[config.mk]
export PLATFORM = sky130hd
export DESIGN_NAME = mecanum_mixer_heading_hold
export DESIGN_NICKNAME = d
export VERILOG_FILES = /design/src/design/mmhh_pkg.sv /design/src/design/mmhh_div.sv /design/src/design/mecanum_mixer_heading_hold.sv
export SDC_FILE = /design/constraint.sdc
export NUM_CORES = 2
export LEC_CHECK = 0
export BUFFER_PORTS_ARGS = -buffer_cell sky130_fd_sc_hd__buf_4
export CORE_MARGIN = 2
export CORE_UTILIZATION = 50
export DETAILED_ROUTE_END_ITERATION = 8
export GPL_ROUTABILITY_DRIVEN = 0
export GPL_TIMING_DRIVEN = 1
export PLACE_DENSITY = 0.75
export SETUP_SLACK_MARGIN = 0.4
export SLEW_MARGIN = 20
export SYNTH_ARGS = -nofsm -noshare
export SYNTH_HDL_FRONTEND = slang
export SYNTH_SLANG_ARGS = --single-unit
[constraint.sdc]
create_clock -name clk -period 8 [get_ports clk]
set_input_delay 1.6 -clock clk [delete_from_list [all_inputs] [get_ports clk]]
set_output_delay 1.6 -clock clk [all_outputs]
set_load 0.01 [all_outputs]
[src/design/mmhh_pkg.sv]
// ----------------------------------------------------------------------------
// mmhh_pkg: shared types and constants for the mecanum mixer
// Payload structs, command codes, datapath widths and small helpers.
// ----------------------------------------------------------------------------
package mmhh_pkg;

  localparam logic [1:0] CMD_DRIVE  = 2'd0;
  localparam logic [1:0] CMD_ROTATE = 2'd1;
  localparam logic [1:0] CMD_STOP   = 2'd2;

  localparam logic [14:0] GAIN_RESET = 15'd1638;

  // Wheel sums can reach about 2^37 when the heading error is large.
  localparam int WHEEL_W = 42;
  localparam int MAG_W   = WHEEL_W - 1;
  localparam int QUO_W   = 16;

  typedef struct packed {
    logic        [1:0]  cmd;
    logic signed [31:0] gyro_angle;
    logic signed [15:0] forward_cmd;
    logic signed [15:0] turn_cmd;
    logic signed [15:0] strafe_cmd;
    logic signed [31:0] rotate_angle;
    logic               rotate_reverse;
  } in_item_t;

  typedef struct packed {
    logic signed [15:0] motor_one;
    logic signed [15:0] motor_two;
    logic signed [15:0] motor_three;
    logic signed [15:0] motor_four;
    logic signed [31:0] heading_error;
  } out_item_t;

  typedef logic signed [WHEEL_W-1:0] wheel_t;

  function automatic logic [MAG_W-1:0] wheel_mag(input wheel_t v);
    wheel_t a;
    a = v[WHEEL_W-1] ? -v : v;
    return a[MAG_W-1:0];
  endfunction

  function automatic logic signed [15:0] sat16(input wheel_t v);
    logic signed [15:0] r;
    if (v > $signed(42'sd32767)) begin
      r = 16'sh7fff;
    end else if (v < $signed(-42'sd32768)) begin
      r = 16'sh8000;
    end else begin
      r = v[15:0];
    end
    return r;
  endfunction

endpackage

[src/design/mmhh_div.sv]
// ----------------------------------------------------------------------------
// mmhh_div: iterative wheel normalizer
// Computes floor(num * 2^15 / den) for num <= den, one quotient bit a cycle.
// ----------------------------------------------------------------------------
module mmhh_div
  import mmhh_pkg::*;
(
  input  logic                    clk,
  input  logic                    rst_n,
  input  logic                    start,
  input  logic [MAG_W-1:0]        num,
  input  logic [MAG_W-1:0]        den,
  output logic                    done,
  output logic [QUO_W-1:0]        quo
);

  logic             busy_r, busy_nxt;
  logic [3:0]       cnt_r, cnt_nxt;
  logic [MAG_W:0]   rem_r, rem_nxt;
  logic [QUO_W-1:0] quo_r, quo_nxt;
  logic [MAG_W-1:0] den_r, den_nxt;
  logic             done_r, done_nxt;

  logic [MAG_W:0]   shifted;
  logic [MAG_W+1:0] diff;

  always_comb begin
    // The first step tests the remainder itself, since the quotient can be 2^15.
    shifted  = (cnt_r == 4'd0) ? rem_r : {rem_r[MAG_W-1:0], 1'b0};
    diff     = {1'b0, shifted} - {2'b00, den_r};
    busy_nxt = busy_r;
    cnt_nxt  = cnt_r;
    rem_nxt  = rem_r;
    quo_nxt  = quo_r;
    den_nxt  = den_r;
    done_nxt = 1'b0;
    if (start) begin
      busy_nxt = 1'b1;
      cnt_nxt  = 4'd0;
      rem_nxt  = {1'b0, num};
      quo_nxt  = '0;
      den_nxt  = den;
    end else if (busy_r) begin
      if (!diff[MAG_W+1]) begin
        rem_nxt = diff[MAG_W:0];
        quo_nxt = {quo_r[QUO_W-2:0], 1'b1};
      end else begin
        rem_nxt = shifted;
        quo_nxt = {quo_r[QUO_W-2:0], 1'b0};
      end
      cnt_nxt = cnt_r + 4'd1;
      if (cnt_r == 4'd15) begin
        busy_nxt = 1'b0;
        done_nxt = 1'b1;
      end
    end
  end

  always_ff @(posedge clk) begin
    if (!rst_n) begin
      busy_r <= 1'b0;
      cnt_r  <= 4'd0;
      done_r <= 1'b0;
    end else begin
      busy_r <= busy_nxt;
      cnt_r  <= cnt_nxt;
      done_r <= done_nxt;
    end
    rem_r <= rem_nxt;
    quo_r <= quo_nxt;
    den_r <= den_nxt;
  end

  assign done = done_r;
  assign quo  = quo_r;

endmodule

[src/design/mecanum_mixer_heading_hold.sv]
// ----------------------------------------------------------------------------
// mecanum_mixer_heading_hold: mecanum wheel mixer with gyro heading hold
// Mixes forward, turn and strafe demands into four motor values.
// ----------------------------------------------------------------------------
// Usage:
//   The input channel (in_valid, in_stall, in_data) takes one command per
//   transfer. A drive command yields one result on the output channel
//   (out_valid, out_stall, out_data); stop yields one all-zero result;
//   rotate only moves the stored heading zero and yields nothing.
//   cfg_we/cfg_wdata write the heading gain; write it only while idle.
//
//   A drive item runs the multiply, mix, maximum search and check steps; when
//   a wheel exceeds full scale, the shared bit-serial divider then normalizes
//   the four wheels one after another. Stop goes straight to the output state
//   and rotate never leaves idle. in_stall is high for the whole time an item
//   is worked.
//
//   The result sits in an output register, so the block takes the next item
//   while a result waits. If the receiver stalls and a second result is
//   ready, the sequencer holds until the register frees.
//   Reset clears the heading zero, restores the default gain and drops
//   out_valid.
module mecanum_mixer_heading_hold
  import mmhh_pkg::*;
(
  input  logic        clk,
  input  logic        rst_n,
  input  logic        in_valid,
  output logic        in_stall,
  input  in_item_t    in_data,
  output logic        out_valid,
  input  logic        out_stall,
  output out_item_t   out_data,
  input  logic        cfg_we,
  input  logic [14:0] cfg_wdata
);

  localparam logic [2:0] S_IDLE   = 3'd0;
  localparam logic [2:0] S_MUL    = 3'd1;
  localparam logic [2:0] S_MIX    = 3'd2;
  localparam logic [2:0] S_MAX    = 3'd3;
  localparam logic [2:0] S_CHK    = 3'd4;
  localparam logic [2:0] S_DSTART = 3'd5;
  localparam logic [2:0] S_DWAIT  = 3'd6;
  localparam logic [2:0] S_FIN    = 3'd7;

  localparam logic [MAG_W-1:0] FULL_SCALE = MAG_W'(32768);

  logic [2:0]         state_r, state_nxt;
  logic [14:0]        gain_r;
  logic signed [31:0] zero_r, zero_nxt;
  in_item_t           item_r, item_nxt;
  logic signed [31:0] err_r, err_nxt;
  logic               stop_r, stop_nxt;
  logic signed [47:0] prod_r, prod_nxt;
  wheel_t             wheel_r [4];
  wheel_t             wheel_nxt [4];
  logic [1:0]         idx_r, idx_nxt;
  logic [MAG_W-1:0]   max_r, max_nxt;
  logic               out_valid_r, out_valid_nxt;
  out_item_t          out_r, out_nxt;

  logic               in_fire;
  logic               out_free;
  logic               div_start;
  logic               div_done;
  logic [QUO_W-1:0]   div_quo;
  logic [MAG_W-1:0]   cur_mag;

  logic signed [47:0] corr_w, tdiff_w, t_w;
  wheel_t             t42, fwd42, str42, q42;

  assign in_fire  = in_valid && (state_r == S_IDLE);
  assign out_free = !out_valid_r || !out_stall;
  assign cur_mag  = wheel_mag(wheel_r[idx_r]);

  mmhh_div u_div (
    .clk   (clk),
    .rst_n (rst_n),
    .start (div_start),
    .num   (cur_mag),
    .den   (max_r),
    .done  (div_done),
    .quo   (div_quo)
  );

  always_comb begin
    state_nxt     = state_r;
    zero_nxt      = zero_r;
    item_nxt      = item_r;
    err_nxt       = err_r;
    stop_nxt      = stop_r;
    prod_nxt      = prod_r;
    wheel_nxt     = wheel_r;
    idx_nxt       = idx_r;
    max_nxt       = max_r;
    out_nxt       = out_r;
    out_valid_nxt = out_valid_r && out_stall;
    div_start     = 1'b0;

    corr_w  = prod_r >>> 8;
    tdiff_w = $signed({{32{item_r.turn_cmd[15]}}, item_r.turn_cmd}) - corr_w;
    t_w     = tdiff_w >>> 1;
    t42     = t_w[WHEEL_W-1:0];
    fwd42   = -$signed({{(WHEEL_W-16){item_r.forward_cmd[15]}}, item_r.forward_cmd});
    str42   = $signed({{(WHEEL_W-16){item_r.strafe_cmd[15]}}, item_r.strafe_cmd});
    q42     = $signed({{(WHEEL_W-QUO_W){1'b0}}, div_quo});

    case (state_r)
      S_IDLE: begin
        if (in_fire) begin
          item_nxt = in_data;
          err_nxt  = in_data.gyro_angle - zero_r;
          case (in_data.cmd)
            CMD_DRIVE: begin
              // The error for this item is taken before the zero moves.
              if (in_data.turn_cmd != 16'sd0) begin
                zero_nxt = in_data.gyro_angle;
              end
              stop_nxt  = 1'b0;
              state_nxt = S_MUL;
            end
            CMD_ROTATE: begin
              zero_nxt = in_data.rotate_reverse ?
                         in_data.gyro_angle - in_data.rotate_angle :
                         in_data.gyro_angle + in_data.rotate_angle;
            end
            CMD_STOP: begin
              stop_nxt  = 1'b1;
              state_nxt = S_FIN;
            end
            default: begin
            end
          endcase
        end
      end
      S_MUL: begin
        prod_nxt  = err_r * $signed({1'b0, gain_r});
        state_nxt = S_MIX;
      end
      S_MIX: begin
        wheel_nxt[0] = fwd42 + t42 + str42;
        wheel_nxt[1] = fwd42 - t42 - str42;
        wheel_nxt[2] = fwd42 + t42 - str42;
        wheel_nxt[3] = fwd42 - t42 + str42;
        idx_nxt      = 2'd0;
        max_nxt      = '0;
        state_nxt    = S_MAX;
      end
      S_MAX: begin
        if (cur_mag > max_r) begin
          max_nxt = cur_mag;
        end
        idx_nxt = idx_r + 2'd1;
        if (idx_r == 2'd3) begin
          state_nxt = S_CHK;
        end
      end
      S_CHK: begin
        idx_nxt   = 2'd0;
        state_nxt = (max_r > FULL_SCALE) ? S_DSTART : S_FIN;
      end
      S_DSTART: begin
        div_start = 1'b1;
        state_nxt = S_DWAIT;
      end
      S_DWAIT: begin
        if (div_done) begin
          wheel_nxt[idx_r] = wheel_r[idx_r][WHEEL_W-1] ? -q42 : q42;
          idx_nxt          = idx_r + 2'd1;
          state_nxt        = (idx_r == 2'd3) ? S_FIN : S_DSTART;
        end
      end
      S_FIN: begin
        if (out_free) begin
          if (stop_r) begin
            out_nxt = '0;
          end else begin
            out_nxt.motor_one     = sat16(wheel_r[3]);
            out_nxt.motor_two     = sat16(wheel_r[1]);
            out_nxt.motor_three   = sat16(-wheel_r[2]);
            out_nxt.motor_four    = sat16(-wheel_r[0]);
            out_nxt.heading_error = err_r;
          end
          out_valid_nxt = 1'b1;
          state_nxt     = S_IDLE;
        end
      end
      default: begin
        state_nxt = S_IDLE;
      end
    endcase
  end

  always_ff @(posedge clk) begin
    if (!rst_n) begin
      state_r     <= S_IDLE;
      gain_r      <= GAIN_RESET;
      zero_r      <= '0;
      out_valid_r <= 1'b0;
      stop_r      <= 1'b0;
      idx_r       <= 2'd0;
    end else begin
      state_r     <= state_nxt;
      zero_r      <= zero_nxt;
      out_valid_r <= out_valid_nxt;
      stop_r      <= stop_nxt;
      idx_r       <= idx_nxt;
      if (cfg_we) begin
        gain_r <= cfg_wdata;
      end
    end
    item_r  <= item_nxt;
    err_r   <= err_nxt;
    prod_r  <= prod_nxt;
    wheel_r <= wheel_nxt;
    max_r   <= max_nxt;
    out_r   <= out_nxt;
  end

  assign in_stall  = (state_r != S_IDLE);
  assign out_valid = out_valid_r;
  assign out_data  = out_r;

endmodule

# --- Word level (Yosys, flattened, before mapping) ---
# Index checks and enable logic that the tools add are counted.
totals:
  reg_bits: 592
  latchBits: 0
  ram_bits: 0
  romBits: 0
  input_bits: 135
  output_inout_bits: 98
  wordCells: 162
  memories: 0
op_classes:
  n_addsub: 18
  multipliers: 1
  div: 0
  magnitude_cmp: 12
  n_eq_ne: 18
  n_shift: 0
  mux: 46
  bitwise_logic: 3
  n_reduce_logical: 32
ops:
  columns: ["cell", "n"]
  rows:
  - ["$pmux 168 s2", 1]
  - ["$mux 42", 6]
  - ["$bwmux 168", 1]
  - ["$gt 42x16->1 const B", 4]
  - ["$lt 42x16->1 const B", 4]
  - ["$mux 168", 1]
  - ["$mux 41", 4]
  - ["$add 42x16->42", 2]
  - ["$bmux 42 s2", 1]
  - ["$demux 42 s2", 1]
  - ["$neg 16->42", 2]
  - ["$neg 42->42", 2]
  - ["$sub 42x16->42", 2]
  - ["$pmux 41 s2", 1]
  - ["$mux 16", 4]
  - ["$mux 32", 2]
  - ["$pmux 32 s2", 1]
  - ["$sub 32x32->32", 2]
  - ["$mux 15", 4]
  - ["$mul 32x16->48", 1]
  - ["$sub 42x41->43", 1]
  - ["$add 42x40->42", 1]
  - ["$sub 42x40->42", 1]
  - ["$gt 41x16->1 const B", 1]
  - ["41 further kinds", 80]

# --- Logic depth before layout (Yosys ltp) ---
logic_depth:
  word_depth: 9
  ltp_mapped: 40
  depth_no_buf: 39

# --- Cells and area by module ---
# Synthesis repeated with hierarchy kept, for this count alone.
unflattened:
  cells_unflattened: 7249
  hier_area_um2: 65307.6
modules_own_cells:
  columns: ["mod", "instances", "cells_each", "area_per_inst_um2", "seq_area_each_um2"]
  rows:
  - ["mecanum_mixer_heading_hold", 1, 6471, 58010.6, 13843.3]
  - ["mmhh_div", 1, 778, 7297.0, 2922.8]

# --- Worst setup path after synthesis ---
# Ideal clock, no wire load.
synth_timing:
  path_kind: "register to register"
  start: "reg item_r[53] in the netlist's numbering"
  end: "reg wheel_r[125] in the netlist's numbering (data pin)"
  arrival_ps: 7171
  required_ps: 7730
  path_slack_ps: 559
  stages_incl_launch_ff: 39
  synth_period_minus_slack_ps: 7441
  path_cell_list: "edfxtp_1 ha_1 a21o_1 a31o_2 a21oi_1 a21oi_1 a21oi_1 o21bai_1 and2_1 o21ai_0 nand2b_1 a21oi_1 o21bai_1 xor2_1 ha_1 clkbuf_1 inv_1 and3_1 [3 not listed] o21ai_0 nor2_1 nor2_1 xnor2_1 ha_1 clkbuf_1 and3b_1 o31ai_1 a21oi_1 o31ai_1 a21oi_1 a211oi_1 a21oi_1 a311oi_1 o31ai_1 a221oi_1 xnor2_1 o21ai_0"
synth_lines:
  columns: ["element", "line_no", "rtl"]
  rows:
  - ["start, declared", "mecanum_mixer_heading_hold.sv:52", "in_item_t item_r, item_nxt;"]
  - ["start signal, assigned", "mecanum_mixer_heading_hold.sv:213", "item_r <= item_nxt;"]
  - ["end signal, assigned", "mecanum_mixer_heading_hold.sv:216", "wheel_r <= wheel_nxt;"]
  - ["end, declared", "mecanum_mixer_heading_hold.sv:56", "wheel_t wheel_r [4];"]

==> impl_metrics.env <==
export IMPL_yosysTopAreaCell="edfxtp_1"
export IMPL_startpoint_type="flip-flop"
export IMPL_ys_seq_area_frac=0.260
export IMPL_max_cap_violations=0
export IMPL_layout_nets=8480
export IMPL_finalHoldViolations=0
export IMPL_ys_flop_type="edfxtp_1"
export IMPL_grt_max_degree=105
export IMPL_relSlewSlack=0.235
export IMPL_tightest_slew_ps=1140
export IMPL_postCtsHoldBufs=0
export IMPL_hpwl_um=144000
export IMPL_antenna_found_initial=7
export IMPL_critPathCaptureType="flip-flop"
export IMPL_syn_to_final_growth_pct=10.6
export IMPL_clock_sinks=584
export IMPL_layout_commonest_cell="inv_1"
export IMPL_cp_num_buf_inv=1
export IMPL_synth_area_um2=64400
export IMPL_htreeDepth=2
export IMPL_final_setup_tns_ps=0
export IMPL_drc=0
export IMPL_setup_violations=0
export IMPL_antennaDiodeCount=0
export IMPL_post_route_cell_area_um2=71200
export IMPL_cpMostUsedCell="ha_1"
export IMPL_layout_drive_gt1_share=0.0995
export IMPL_arrival_ps=7860
export IMPL_clk_pin_slew_worst_paths_ps=60
export IMPL_postSynthNetCount=8330
export IMPL_crit_chain="buf_4 > ha_1 > a21o_1 > a21o_1 > a21oi_1 > nor2_1 > a2111oi_0 > a21oi_1 > xor2_1 > ha_1 > or4_1 > or4_1 > o21ai_1 > nor2_1 > xnor2_1 > ha_1 > or3_1 > or2_4 > or3_4 > a21oi_4 > nor3_2 > o41ai_2 > xor2_1 > o21ai_1"
export IMPL_via_per_inst=6.00
export IMPL_finalWirelength_um=185000
export IMPL_critPathMaxFanout=20
export IMPL_finalCriticalPeriod_ps=7470
export IMPL_yosysWarningCount=0
export IMPL_final_cell_mix="inv_1, nand2_1, ha_1"
export IMPL_worst_path_stages=24
export IMPL_synthTopCellsByArea="edfxtp_1, fa_1, ha_1"
export IMPL_grt_pass1_wl_um=288000
export IMPL_grt_pass1_vias=54000
export IMPL_synthCells=7177
export IMPL_dpl_instance_area_um2=68000
export IMPL_vias=54200
export IMPL_core_area_um2=128000
export IMPL_yosys_area_top_type_share=0.236
export IMPL_r2r_cells=24
export IMPL_critical_path_max_stage_delay_ps=660
export IMPL_final_cells=9037
export IMPL_critPathTopFamily="simple AND/OR/NAND/NOR gates"
export IMPL_clock_latency_ps=680
export IMPL_grt_usage=0.273
export IMPL_cts_made_buffers=61
export IMPL_ys_ff_latch=584
export IMPL_start_util=0.504
export IMPL_grt_ovfl_total=0
export IMPL_rsz0062_at_grt="true"
export IMPL_drv_slew=0
export IMPL_portBuffers=232
export IMPL_place_inst=8878
export IMPL_fin_hold_ws_ps=473
export IMPL_cts_buffer_depth=3
export IMPL_final_period_utilization=0.934
export IMPL_yosysUniqueCellTypes=92
export IMPL_die_area_um2=132000
export IMPL_ant_nets=0
export IMPL_worstPathRequired_ps=8390
export IMPL_cp_slowest_cell="a2111oi_0"
export IMPL_synth_edff_count=507
export IMPL_async_reset_ff_frac=0
export IMPL_routedWlPerCell_um=20.4
export IMPL_syn_avg_cell_area_um2=8.97
export IMPL_cts_root_buf="clkbuf_16"
export IMPL_io_pin_count=233
export IMPL_firstDrtPassIters=6
export IMPL_finalClockSkew_ps=38.9
export IMPL_std_cell_rows=131
export IMPL_fmax_mhz=134
export IMPL_die_h_um=363
export IMPL_cts_tree="done"
export IMPL_path_class="flip-flop to flip-flop"
export IMPL_hold_depth=0
export IMPL_drt_iter0_markers=6064
export IMPL_die_w_um=363
export IMPL_status="finished clean"
export IMPL_hold_class="flip-flop to flip-flop"
[Yosys cell counts, drive strengths merged, types with 46 or more instances]
cell and count:
dfxtp 77, edfxtp 507, o21ai 347, inv 907, fa 463, nand2b 69
xor2 134, nor4 79, o21a 65, o21bai 78, o22ai 66, o31ai 46
clkbuf 268, nor3 146, a21oi 519, mux2i 50, nand4 65, ha 555
a21o 154, and2 252, xnor2 394, a31oi 49, nor2 523, nor2b 100
nand3 84, nand2 587, or3 50
[path summary, 6_finish.rpt]
check | from | endpoint | slack, ps
hold / removal | max_r[15] | u_div.den_r[15] | 470
hold reg to reg | max_r[15] | u_div.den_r[15] | 470
setup / recovery | item_r[64] | wheel_r[40] | 530
setup reg to reg | item_r[64] | wheel_r[40] | 530
[per-layer routing]
layer | vias up | global-route usage | wire length, um
li1 | 25000 | - | -
met1 | 26000 | 0.333 | 70700
met2 | 2668 | 0.469 | 88200
met3 | 608 | 0.0399 | 15100
met4 | 8 | 0.140 | 10700
met5 | - | 0 | 54
[through the flow]
| step | worst slack [ps] | util |
|---|---|---|
| after global placement | 237 | 0.533 |
| after CTS | 302 | 0.551 |
| after floorplan | 559 | - |
| after global routing | 257 | 0.558 |
| after detailed placement | 174 | 0.533 |
| final | 531 | 0.558 |
[cell type report]
cell class / count / area (um^2)
Clock buffer: 73 / 1610
Clock inverter: 38 / 576
Fill cell: 10900 / 56400
Inverter: 916 / 3450
Multi-Input combinational cell: 5387 / 43900
Sequential cell: 584 / 16800
Tap cell: 1662 / 2080
Timing Repair Buffer: 377 / 2890
[timing repair]
item                       4_1_cts  5_1_grt
hold endpoints to repair         0        0
gates resized for setup         24      136
setup buffers                   10       38
pin swaps                        6       58
setup endpoints to repair       20       77
[worst reg2reg max path: stages (launching register included)]
cell and delay (ps):
edfxtp_1 480, buf_4 260, ha_1 430, a21o_1 220, a21o_1 170, a21oi_1 260
nor2_1 90, a2111oi_0 660, a21oi_1 170, xor2_1 200, ha_1 430, or4_1 600
or4_1 480, o21ai_1 220, nor2_1 90, xnor2_1 240, ha_1 300, or3_1 340
or2_4 280, or3_4 370, a21oi_4 150, nor3_2 80, o41ai_2 370, xor2_1 240
o21ai_1 90
[registers in the layout, indices dropped and copies added, names as in the netlist, 4 cells and up]
name,count
out_data,96
prod_r,40
u_div.den_r,41
err_r,32
u_div.rem_r,42
wheel_r,168
item_r,48
gain_r,15
max_r,41
zero_r,32
u_div.quo,16
u_div.cnt_r,4
[cells by family (layout without fill, tap and decap cells)]
group | after synthesis | in the layout | synth area share
adders and majority gates | 1018 | 1018 | 0.252
and+or+nand+nor | 2094 | 2094 | 0.159
xor gates and xnor gates | 528 | 528 | 0.0718
AOI/OAI and AO/OA | 1615 | 1615 | 0.157
buffers and inverters | 1206 | 1404 | 0.0705
DFF | 584 | 584 | 0.260
muxes | 132 | 132 | 0.0293
Power is left out: the tool's default activity adds up to more than one toggle a clock period on the data nets, which glitch-free logic cannot reach.
